--- src/rtl/vwsc_pkg.sv ---
// Package for the window variance stall counter.
// Holds the shared widths, register codes and pipeline load struct.
// No dependencies.
`timescale 1ns / 1ps

package vwsc_pkg;

  // Field widths of one item and of one result.
  localparam int SAMPLE_W = 16;
  localparam int COUNT_W  = 16;
  localparam int SUM_W    = 24;
  localparam int SQSUM_W  = 40;
  localparam int THR_W    = 32;

  // Width of both sides of the variance compare; covers the largest window.
  localparam int CMP_W = 56;

  // Register map.
  localparam logic REG_VARIANCE_THRESHOLD = 1'b0;
  localparam logic [THR_W-1:0] THRESHOLD_RESET = 32'd16;

  localparam logic [COUNT_W-1:0] COUNT_MAX = 16'hFFFF;

  // Load strobes of the five pipeline registers.
  typedef struct packed {
    logic ld1;  // accepted item into the input register
    logic ld2;  // deltas
    logic ld3;  // running sums
    logic ld4;  // products
    logic ld5;  // result register
  } pipe_ld_t;

endpackage

--- src/rtl/window_variance_stall_counter_core.sv ---
// Window variance stall counter: top level with configuration port and flow control.
// Depends on vwsc_pkg, vwsc_window, vwsc_accum and vwsc_detect.
`timescale 1ns / 1ps

// One signed sample is taken per item and replaces the oldest of WINDOW_DEPTH
// samples; each item gives one result with the stall counter, the
// variance-high flag and the window sum. The block takes one item every clock
// cycle while in_stall is low, and each item passes five registers on its way
// to a result: an input register, a squaring stage, the running-sum
// accumulators, a product stage and the compare with the result register. The
// rate is set by the two feedback loops, the running-sum add and the stall
// counter. The window lives in a memory with one write and one registered read
// port; the entry to be replaced is fetched while the previous item is written,
// and a fill flag makes never-written entries read as zero, so no clearing pass
// runs after reset. A pipeline stage holding no item does not block the one
// before it, so items can still enter while a result waits. variance_threshold
// sits at byte address 0 in units of 1/16; it must be written only while the
// block is idle, which the block itself does not enforce.
module window_variance_stall_counter_core #(
  parameter int WINDOW_DEPTH = 16
) (
  input  logic                                 clk,
  input  logic                                 rst,
  // input channel
  input  logic                                 in_valid,
  output logic                                 in_stall,
  input  logic signed [vwsc_pkg::SAMPLE_W-1:0] sample,
  // result channel
  output logic                                 out_valid,
  input  logic                                 out_stall,
  output logic        [vwsc_pkg::COUNT_W-1:0]  blocked_count,
  output logic                                 variance_high,
  output logic signed [vwsc_pkg::SUM_W-1:0]    window_sum,
  // configuration port
  input  logic                                 psel,
  input  logic                                 penable,
  input  logic                                 pwrite,
  input  logic        [2:0]                    paddr,
  input  logic        [31:0]                   pwdata,
  output logic        [31:0]                   prdata,
  output logic                                 pready
);

  localparam logic [vwsc_pkg::CMP_W-1:0] NN =
    vwsc_pkg::CMP_W'(WINDOW_DEPTH * WINDOW_DEPTH);
  localparam logic [vwsc_pkg::CMP_W-1:0] THR_SCALED_RESET =
    vwsc_pkg::CMP_W'(vwsc_pkg::THRESHOLD_RESET) * NN;

  logic [vwsc_pkg::THR_W-1:0] threshold;
  logic [vwsc_pkg::CMP_W-1:0] thr_scaled;
  logic                       cfg_wr;

  logic v1, v2, v3, v4;
  logic rdy1, rdy2, rdy3, rdy4, rdy5;
  vwsc_pkg::pipe_ld_t ld;

  logic signed [vwsc_pkg::SAMPLE_W-1:0] old;
  logic signed [vwsc_pkg::SUM_W-1:0]    sum;
  logic        [vwsc_pkg::SQSUM_W-1:0]  sqsum;

  // Configuration register, kept with its scaled copy for the compare.
  assign pready = 1'b1;
  assign cfg_wr = psel && penable && pwrite && pready &&
                  (paddr[2] == vwsc_pkg::REG_VARIANCE_THRESHOLD);

  always_ff @(posedge clk) begin
    if (rst) begin
      threshold  <= vwsc_pkg::THRESHOLD_RESET;
      thr_scaled <= THR_SCALED_RESET;
    end else if (cfg_wr) begin
      threshold  <= pwdata;
      thr_scaled <= vwsc_pkg::CMP_W'(pwdata) * NN;
    end
  end

  assign prdata = (paddr[2] == vwsc_pkg::REG_VARIANCE_THRESHOLD) ? threshold : '0;

  // A stage may load when it is empty or its item moves on.
  assign rdy5 = !out_valid || !out_stall;
  assign rdy4 = !v4 || rdy5;
  assign rdy3 = !v3 || rdy4;
  assign rdy2 = !v2 || rdy3;
  assign rdy1 = !v1 || rdy2;

  assign in_stall = !rdy1;
  assign ld.ld1   = in_valid && rdy1;
  assign ld.ld2   = v1 && rdy2;
  assign ld.ld3   = v2 && rdy3;
  assign ld.ld4   = v3 && rdy4;
  assign ld.ld5   = v4 && rdy5;

  // Advance the valid bits along the pipeline.
  always_ff @(posedge clk) begin
    if (rst) begin
      v1        <= 1'b0;
      v2        <= 1'b0;
      v3        <= 1'b0;
      v4        <= 1'b0;
      out_valid <= 1'b0;
    end else begin
      if (rdy1) v1 <= in_valid;
      if (rdy2) v2 <= v1;
      if (rdy3) v3 <= v2;
      if (rdy4) v4 <= v3;
      if (rdy5) out_valid <= v4;
    end
  end

  vwsc_window #(
    .WINDOW_DEPTH (WINDOW_DEPTH)
  ) u_window (
    .clk     (clk),
    .rst     (rst),
    .ld      (ld),
    .wr_data (sample),
    .old     (old)
  );

  vwsc_accum u_accum (
    .clk       (clk),
    .rst       (rst),
    .ld        (ld),
    .sample_in (sample),
    .old_in    (old),
    .sum       (sum),
    .sqsum     (sqsum)
  );

  vwsc_detect #(
    .WINDOW_DEPTH (WINDOW_DEPTH)
  ) u_detect (
    .clk           (clk),
    .rst           (rst),
    .ld            (ld),
    .sum           (sum),
    .sqsum         (sqsum),
    .thr_scaled    (thr_scaled),
    .blocked_count (blocked_count),
    .variance_high (variance_high),
    .window_sum    (window_sum)
  );

endmodule

--- src/rtl/vwsc_window.sv ---
// Ring window of samples kept in a memory, with the oldest entry prefetched.
// Depends on vwsc_pkg.
`timescale 1ns / 1ps

module vwsc_window #(
  parameter int WINDOW_DEPTH = 16
) (
  input  logic                                clk,
  input  logic                                rst,
  input  vwsc_pkg::pipe_ld_t                  ld,
  input  logic signed [vwsc_pkg::SAMPLE_W-1:0] wr_data,
  output logic signed [vwsc_pkg::SAMPLE_W-1:0] old
);

  localparam int AW = (WINDOW_DEPTH > 1) ? $clog2(WINDOW_DEPTH) : 1;
  localparam logic [AW-1:0] LAST = AW'(WINDOW_DEPTH - 1);

  logic signed [vwsc_pkg::SAMPLE_W-1:0] mem [WINDOW_DEPTH];
  logic signed [vwsc_pkg::SAMPLE_W-1:0] rd_data;
  logic [AW-1:0] pos;
  logic [AW-1:0] pos_next;
  logic          filled;

  // Advance the write position, wrapping at the window depth.
  assign pos_next = (pos == LAST) ? '0 : pos + 1'b1;

  // Until the first wrap the oldest entry was never written: it reads as zero.
  assign old = filled ? rd_data : '0;

  // Write the new sample and prefetch the entry the next item will replace.
  always_ff @(posedge clk) begin
    if (ld.ld1) begin
      mem[pos] <= wr_data;
      rd_data  <= mem[pos_next];
    end
  end

  always_ff @(posedge clk) begin
    if (rst) begin
      pos    <= '0;
      filled <= 1'b0;
    end else if (ld.ld1) begin
      pos <= pos_next;
      if (pos == LAST) begin
        filled <= 1'b1;
      end
    end
  end

endmodule

--- src/rtl/vwsc_accum.sv ---
// Square the incoming and outgoing samples and keep the running sums.
// Depends on vwsc_pkg.
`timescale 1ns / 1ps

module vwsc_accum (
  input  logic                                 clk,
  input  logic                                 rst,
  input  vwsc_pkg::pipe_ld_t                   ld,
  input  logic signed [vwsc_pkg::SAMPLE_W-1:0] sample_in,
  input  logic signed [vwsc_pkg::SAMPLE_W-1:0] old_in,
  output logic signed [vwsc_pkg::SUM_W-1:0]    sum,
  output logic        [vwsc_pkg::SQSUM_W-1:0]  sqsum
);

  logic signed [vwsc_pkg::SAMPLE_W-1:0] new_r;
  logic signed [vwsc_pkg::SAMPLE_W-1:0] old_r;
  logic signed [31:0] new_sq;
  logic signed [31:0] old_sq;
  logic signed [16:0] dsum;
  logic signed [32:0] dsq;

  // Capture the accepted sample with the one it displaces.
  always_ff @(posedge clk) begin
    if (ld.ld1) begin
      new_r <= sample_in;
      old_r <= old_in;
    end
  end

  assign new_sq = new_r * new_r;
  assign old_sq = old_r * old_r;

  // Register the change to both sums.
  always_ff @(posedge clk) begin
    if (ld.ld2) begin
      dsum <= 17'(new_r) - 17'(old_r);
      dsq  <= 33'(new_sq) - 33'(old_sq);
    end
  end

  // Apply the change; the sum of squares never goes negative.
  always_ff @(posedge clk) begin
    if (rst) begin
      sum   <= '0;
      sqsum <= '0;
    end else if (ld.ld3) begin
      sum   <= sum + vwsc_pkg::SUM_W'(dsum);
      sqsum <= sqsum + vwsc_pkg::SQSUM_W'(dsq);
    end
  end

endmodule

--- src/rtl/vwsc_detect.sv ---
// Variance compare and saturating stall counter feeding the result register.
// Depends on vwsc_pkg.
`timescale 1ns / 1ps

module vwsc_detect #(
  parameter int WINDOW_DEPTH = 16
) (
  input  logic                                clk,
  input  logic                                rst,
  input  vwsc_pkg::pipe_ld_t                  ld,
  input  logic signed [vwsc_pkg::SUM_W-1:0]   sum,
  input  logic        [vwsc_pkg::SQSUM_W-1:0] sqsum,
  input  logic        [vwsc_pkg::CMP_W-1:0]   thr_scaled,
  output logic        [vwsc_pkg::COUNT_W-1:0] blocked_count,
  output logic                                variance_high,
  output logic signed [vwsc_pkg::SUM_W-1:0]   window_sum
);

  localparam logic [vwsc_pkg::CMP_W-1:0] N_C = vwsc_pkg::CMP_W'(WINDOW_DEPTH);

  logic signed [2*vwsc_pkg::SUM_W-1:0] sum_sq;
  logic        [vwsc_pkg::CMP_W-1:0]   nsq;
  logic        [vwsc_pkg::CMP_W-1:0]   sum2;
  logic signed [vwsc_pkg::SUM_W-1:0]   sum_r;
  logic        [vwsc_pkg::CMP_W-1:0]   lhs;
  logic                                high;

  assign sum_sq = sum * sum;

  // Register N times the sum of squares and the square of the sum.
  always_ff @(posedge clk) begin
    if (ld.ld4) begin
      nsq   <= vwsc_pkg::CMP_W'(sqsum) * N_C;
      sum2  <= vwsc_pkg::CMP_W'($unsigned(sum_sq));
      sum_r <= sum;
    end
  end

  // 16*(N*sqsum - sum^2) against threshold*N*N; equal counts as not above.
  assign lhs  = (nsq - sum2) << 4;
  assign high = lhs > thr_scaled;

  // Clear on high variance, else count up and hold at the top.
  always_ff @(posedge clk) begin
    if (rst) begin
      blocked_count <= '0;
    end else if (ld.ld5) begin
      if (high) begin
        blocked_count <= '0;
      end else if (blocked_count != vwsc_pkg::COUNT_MAX) begin
        blocked_count <= blocked_count + 1'b1;
      end
    end
  end

  always_ff @(posedge clk) begin
    if (ld.ld5) begin
      variance_high <= high;
      window_sum    <= sum_r;
    end
  end

endmodule

--- config.mk ---
export PLATFORM = sky130hd
export DESIGN_NAME = window_variance_stall_counter_core
export DESIGN_NICKNAME = d
export VERILOG_FILES = /design/src/rtl/vwsc_pkg.sv /design/src/rtl/window_variance_stall_counter_core.sv /design/src/rtl/vwsc_window.sv /design/src/rtl/vwsc_accum.sv /design/src/rtl/vwsc_detect.sv
export SDC_FILE = /design/constraint.sdc
export NUM_CORES = 2
export LEC_CHECK = 0
export BUFFER_PORTS_ARGS = -buffer_cell sky130_fd_sc_hd__buf_2
export CELL_PAD_IN_SITES_DETAIL_PLACEMENT = 0
export CELL_PAD_IN_SITES_GLOBAL_PLACEMENT = 1
export CORE_MARGIN = 1
export CORE_UTILIZATION = 57
export CTS_CLUSTER_SIZE = 8
export DETAILED_ROUTE_END_ITERATION = 8
export PLACE_DENSITY_LB_ADDON = 0.05
export RECOVER_POWER = 25
export SYNTH_ARGS = -nofsm -noshare
export SYNTH_HDL_FRONTEND = slang
export SYNTH_SLANG_ARGS = --single-unit
--- constraint.sdc ---
create_clock -name clk -period 13.7 [get_ports clk]
set_input_delay 2.74 -clock clk [delete_from_list [all_inputs] [get_ports clk]]
set_output_delay 2.74 -clock clk [all_outputs]
set_load 0.005 [all_outputs]
==> flow_metrics.tcl <==
set metrics [dict create \
    post-route-drc-count 0 \
    cts_sinks 610 \
    maxSlewViolCount 578 \
    path_max_fanout 25 \
    top_level_ports 134 \
    drive_gt1_frac 0.0614 \
    wl_met3_mm 7.40 \
    worstPathRequired_ns 14.12 \
    layout_commonest_cell "inv_1" \
    tightest_slew_ns 2.18 \
    h-tree-depth 3 \
    highest_layer "met4" \
    status "finished with violations" \
    num-fill-cells 9385 \
    finClkSkew_ns 0.0595 \
    synth_area_mm2 0.0652 \
    antenna_left 0 \
    postSynthCellCount 6127 \
    wl_met1_mm 67.9 \
    drt-initial-drc-count 2421 \
    hold_viol_final 0 \
    grt-ovfl-total 0 \
    die_x_um 340 \
    min_path_cells 0 \
    cp-start-kind "flop" \
    initial_core_util 0.577 \
    rr_endpoint "u_detect.sum2[40]$_DFFE_PP_" \
    ys_warn_count 0 \
    syn-num-nets 7750 \
    clkLatencyLatePin_ns 0.68 \
    numCtsBuffers 89 \
    clk_pin_slew_ns 0.05 \
    setup_violations 0 \
    core_mm2 0.113 \
    yosys_most_used_dff "edfxtp_1" \
    r2r_start "u_accum.sum[5]$_SDFFE_PP0P_" \
    relSlewSlack -0.454 \
    violations "capacitance limit, slew limit" \
    cts_root_buf "clkbuf_16" \
    row_count 123 \
    ys_seq_elements 610 \
    min_path_type "reg2reg" \
    regArea_mm2 0.0171 \
    rsz0062_at_grt "false" \
    cts_buffer_depth 3 \
    worstPathArrival_ns 10.54 \
    port_buffers 130 \
    grt_use_total 0.287 \
    seq_area_frac_synth 0.262 \
    postCtsSetupBuffers 0 \
    hpwl_mm 121 \
    grt_pass1_vias 45900 \
    grt_pass1_wl_mm 255 \
    period_minus_slack_ns 10.12 \
    fin_crit_sh 0.739 \
    multi_input_area_mm2 0.0421 \
    drtPass1Iterations 5 \
    via_count 42300 \
    crit_type "reg2reg" \
    area_delta_synth_final_pct 7.69 \
    layout_common_cells "inv_1 (1461), fa_1 (1095), nand2_1 (580)" \
    antenna_found_initial 2 \
    ctsResizeCount 0 \
    avgRoutedWirePerCell_um 20.2 \
    hold_start "u_detect.sum_r[5]$_DFFE_PP_" \
    syn_avg_cell_area_um2 10.6 \
    cts_tree "done" \
    wl_mm 158 \
    holdBufCountCts 0 \
    final_nets 7875 \
    synth_cell_types 87 \
    max_cap_violations 21 \
    place_congestion 0.891 \
    dieArea_mm2 0.116 \
    die_y_um 340 \
    rr_worst_depth 26 \
    grt_max_degree 75 \
    hold_path_end "u_detect.window_sum[5]$_DFFE_PP_" \
    finalSetupTns_ns 0 \
    route.met2.wl_mm 77.2 \
    async_reset_ff_frac 0 \
    rrSetupSlack_ns 3.58 \
    end_kind "flop" \
    via_per_inst 5.42 \
    synth_edf_count 488 \
    fmax_ghz 0.0988 \
]
critical path, cell delays in order (launching register included):
cell and delay (ns):
dfxtp_1 0.30, clkbuf_1 1.38, inv_1 0.72, nor2_1 0.42, fa_1 0.28, inv_1 0.07, fa_1 0.48, inv_1 0.06
fa_1 0.53, inv_1 0.06, fa_1 0.50, inv_1 0.06, fa_1 0.51, fa_1 0.50, inv_1 0.05, fa_1 0.48
inv_1 0.04, ha_1 0.32, and4_1 0.30, a41oi_1 0.28, o31ai_1 0.63, or4b_2 0.73, a21boi_0 0.45, o31a_1 0.23
nand2b_1 0.08, nand2_1 0.07, xor2_1 0.34
flip-flops by register name, summed over array words and instances (netlist names), 24 cells and up:
register,flops
u_accum.dsq,33
u_window.mem,256
u_detect.nsq,40
u_detect.window_sum,24
u_detect.sum_r,24
threshold,32
u_accum.sum,24
u_accum.sqsum,40
u_detect.sum2,46
worst max-delay path by stage:
stage / start / to / slack (ns) / depth (start not counted)
4_1_cts: u_accum.old_r[15]$_SDFFCE_PN0P_ / u_accum.dsq[32]$_DFFE_PP_ / 4.10 / 25
3_5_place_dp: u_accum.old_r[15]$_SDFFCE_PN0P_ / u_accum.dsq[32]$_DFFE_PP_ / 4.11 / 25
2_1_floorplan: out_stall / u_detect.nsq[10]$_DFFE_PP_ / 5.29 / 2
6_report: u_accum.sum[5]$_SDFFE_PP0P_ / u_detect.sum2[40]$_DFFE_PP_ / 3.58 / 26
5_1_grt: u_accum.sum[5]$_SDFFE_PP0P_ / u_detect.sum2[40]$_DFFE_PP_ / 3.08 / 26
3_3_place_gp: u_accum.old_r[15]$_SDFFCE_PN0P_ / u_accum.dsq[32]$_DFFE_PP_ / 4.15 / 25
layout make-up:
| class | count | share of cell area |
|---|---|---|
| multi-input cells | 3885 | 0.599 |
| flip-flops and latches | 610 | 0.243 |
| inverters | 1468 | 0.0784 |
| clock buffers | 130 | 0.0342 |
| well taps | 1500 | 0.0267 |
| repair buffers | 198 | 0.0150 |
| clock inverters | 12 | 0.00315 |
| diodes | 1 | 0.0000356 |
cells by family (layout without fill, tap and decap cells):
group           count (synthesis)  in the layout  share of synthesized area
fa+ha+maj                    1565           1565                      0.426
simple gates                 1336           1336                     0.0949
xor+xnor                      203            203                     0.0273
buf+inv                      1632           1808                     0.0940
flops                         610            610                      0.262
other cells                     1              2                  0.0000575
compound gates                693            693                     0.0668
mux                            87             87                     0.0287
synth_stat cells (7+ instances only):
master	n	area, um^2
buf_1	17	63.8
mux4_2	80	1800
a31oi_1	18	113
nor3_1	32	160
or4_1	10	75.1
ha_1	470	5880
nand2_1	580	2180
nand3_1	48	240
a21boi_0	15	113
xor2_1	62	543
nor2b_1	50	313
and3_1	26	163
o21bai_1	23	173
nand4_1	29	181
edfxtp_1	488	14700
o211ai_1	8	60.1
nand3b_1	9	67.6
clkbuf_1	144	541
fa_1	1095	21900
a21oi_1	264	1320
o21ai_0	121	606
xnor2_1	141	1230
o21a_1	26	195
or2_2	8	50.1
a21o_1	95	713
o31ai_1	13	97.6
a211o_1	13	114
nand2b_1	39	244
nor2_1	287	1080
or3_1	23	144
a211oi_1	28	210
and2_1	162	1010
nor4_1	7	43.8
inv_1	1461	5480
dfxtp_1	122	2440
metrics by stage:
step / instance area [um^2] / hold WS (ns) / instances / worst slack (ns) / utilization
2_1_floorplan: 65200 / 0.400 / 6127 / 5.29 / -
3_3_place_gp: 67700 / 0.401 / 7661 / 4.15 / 0.600
3_5_place_dp: 67700 / 0.405 / 7661 / 4.11 / 0.600
4_1_cts: 70400 / 0.412 / 7803 / 4.10 / 0.623
5_1_grt: 70200 / 0.412 / 7803 / 3.08 / 0.622
6_report: 70300 / 0.410 / 7804 / 3.58 / 0.622
per-layer routing:
| layer | GRT usage | up-vias |
|---|---|---|
| li1 | - | 19500 |
| met1 | 0.390 | 21400 |
| met2 | 0.486 | 1060 |
| met3 | 0.0322 | 255 |
| met4 | 0.0869 | 0 |
| met5 | 0.000817 | - |
Power is left out: the tool's default activity adds up to more than one toggle a clock period on the data nets, which glitch-free logic cannot reach.
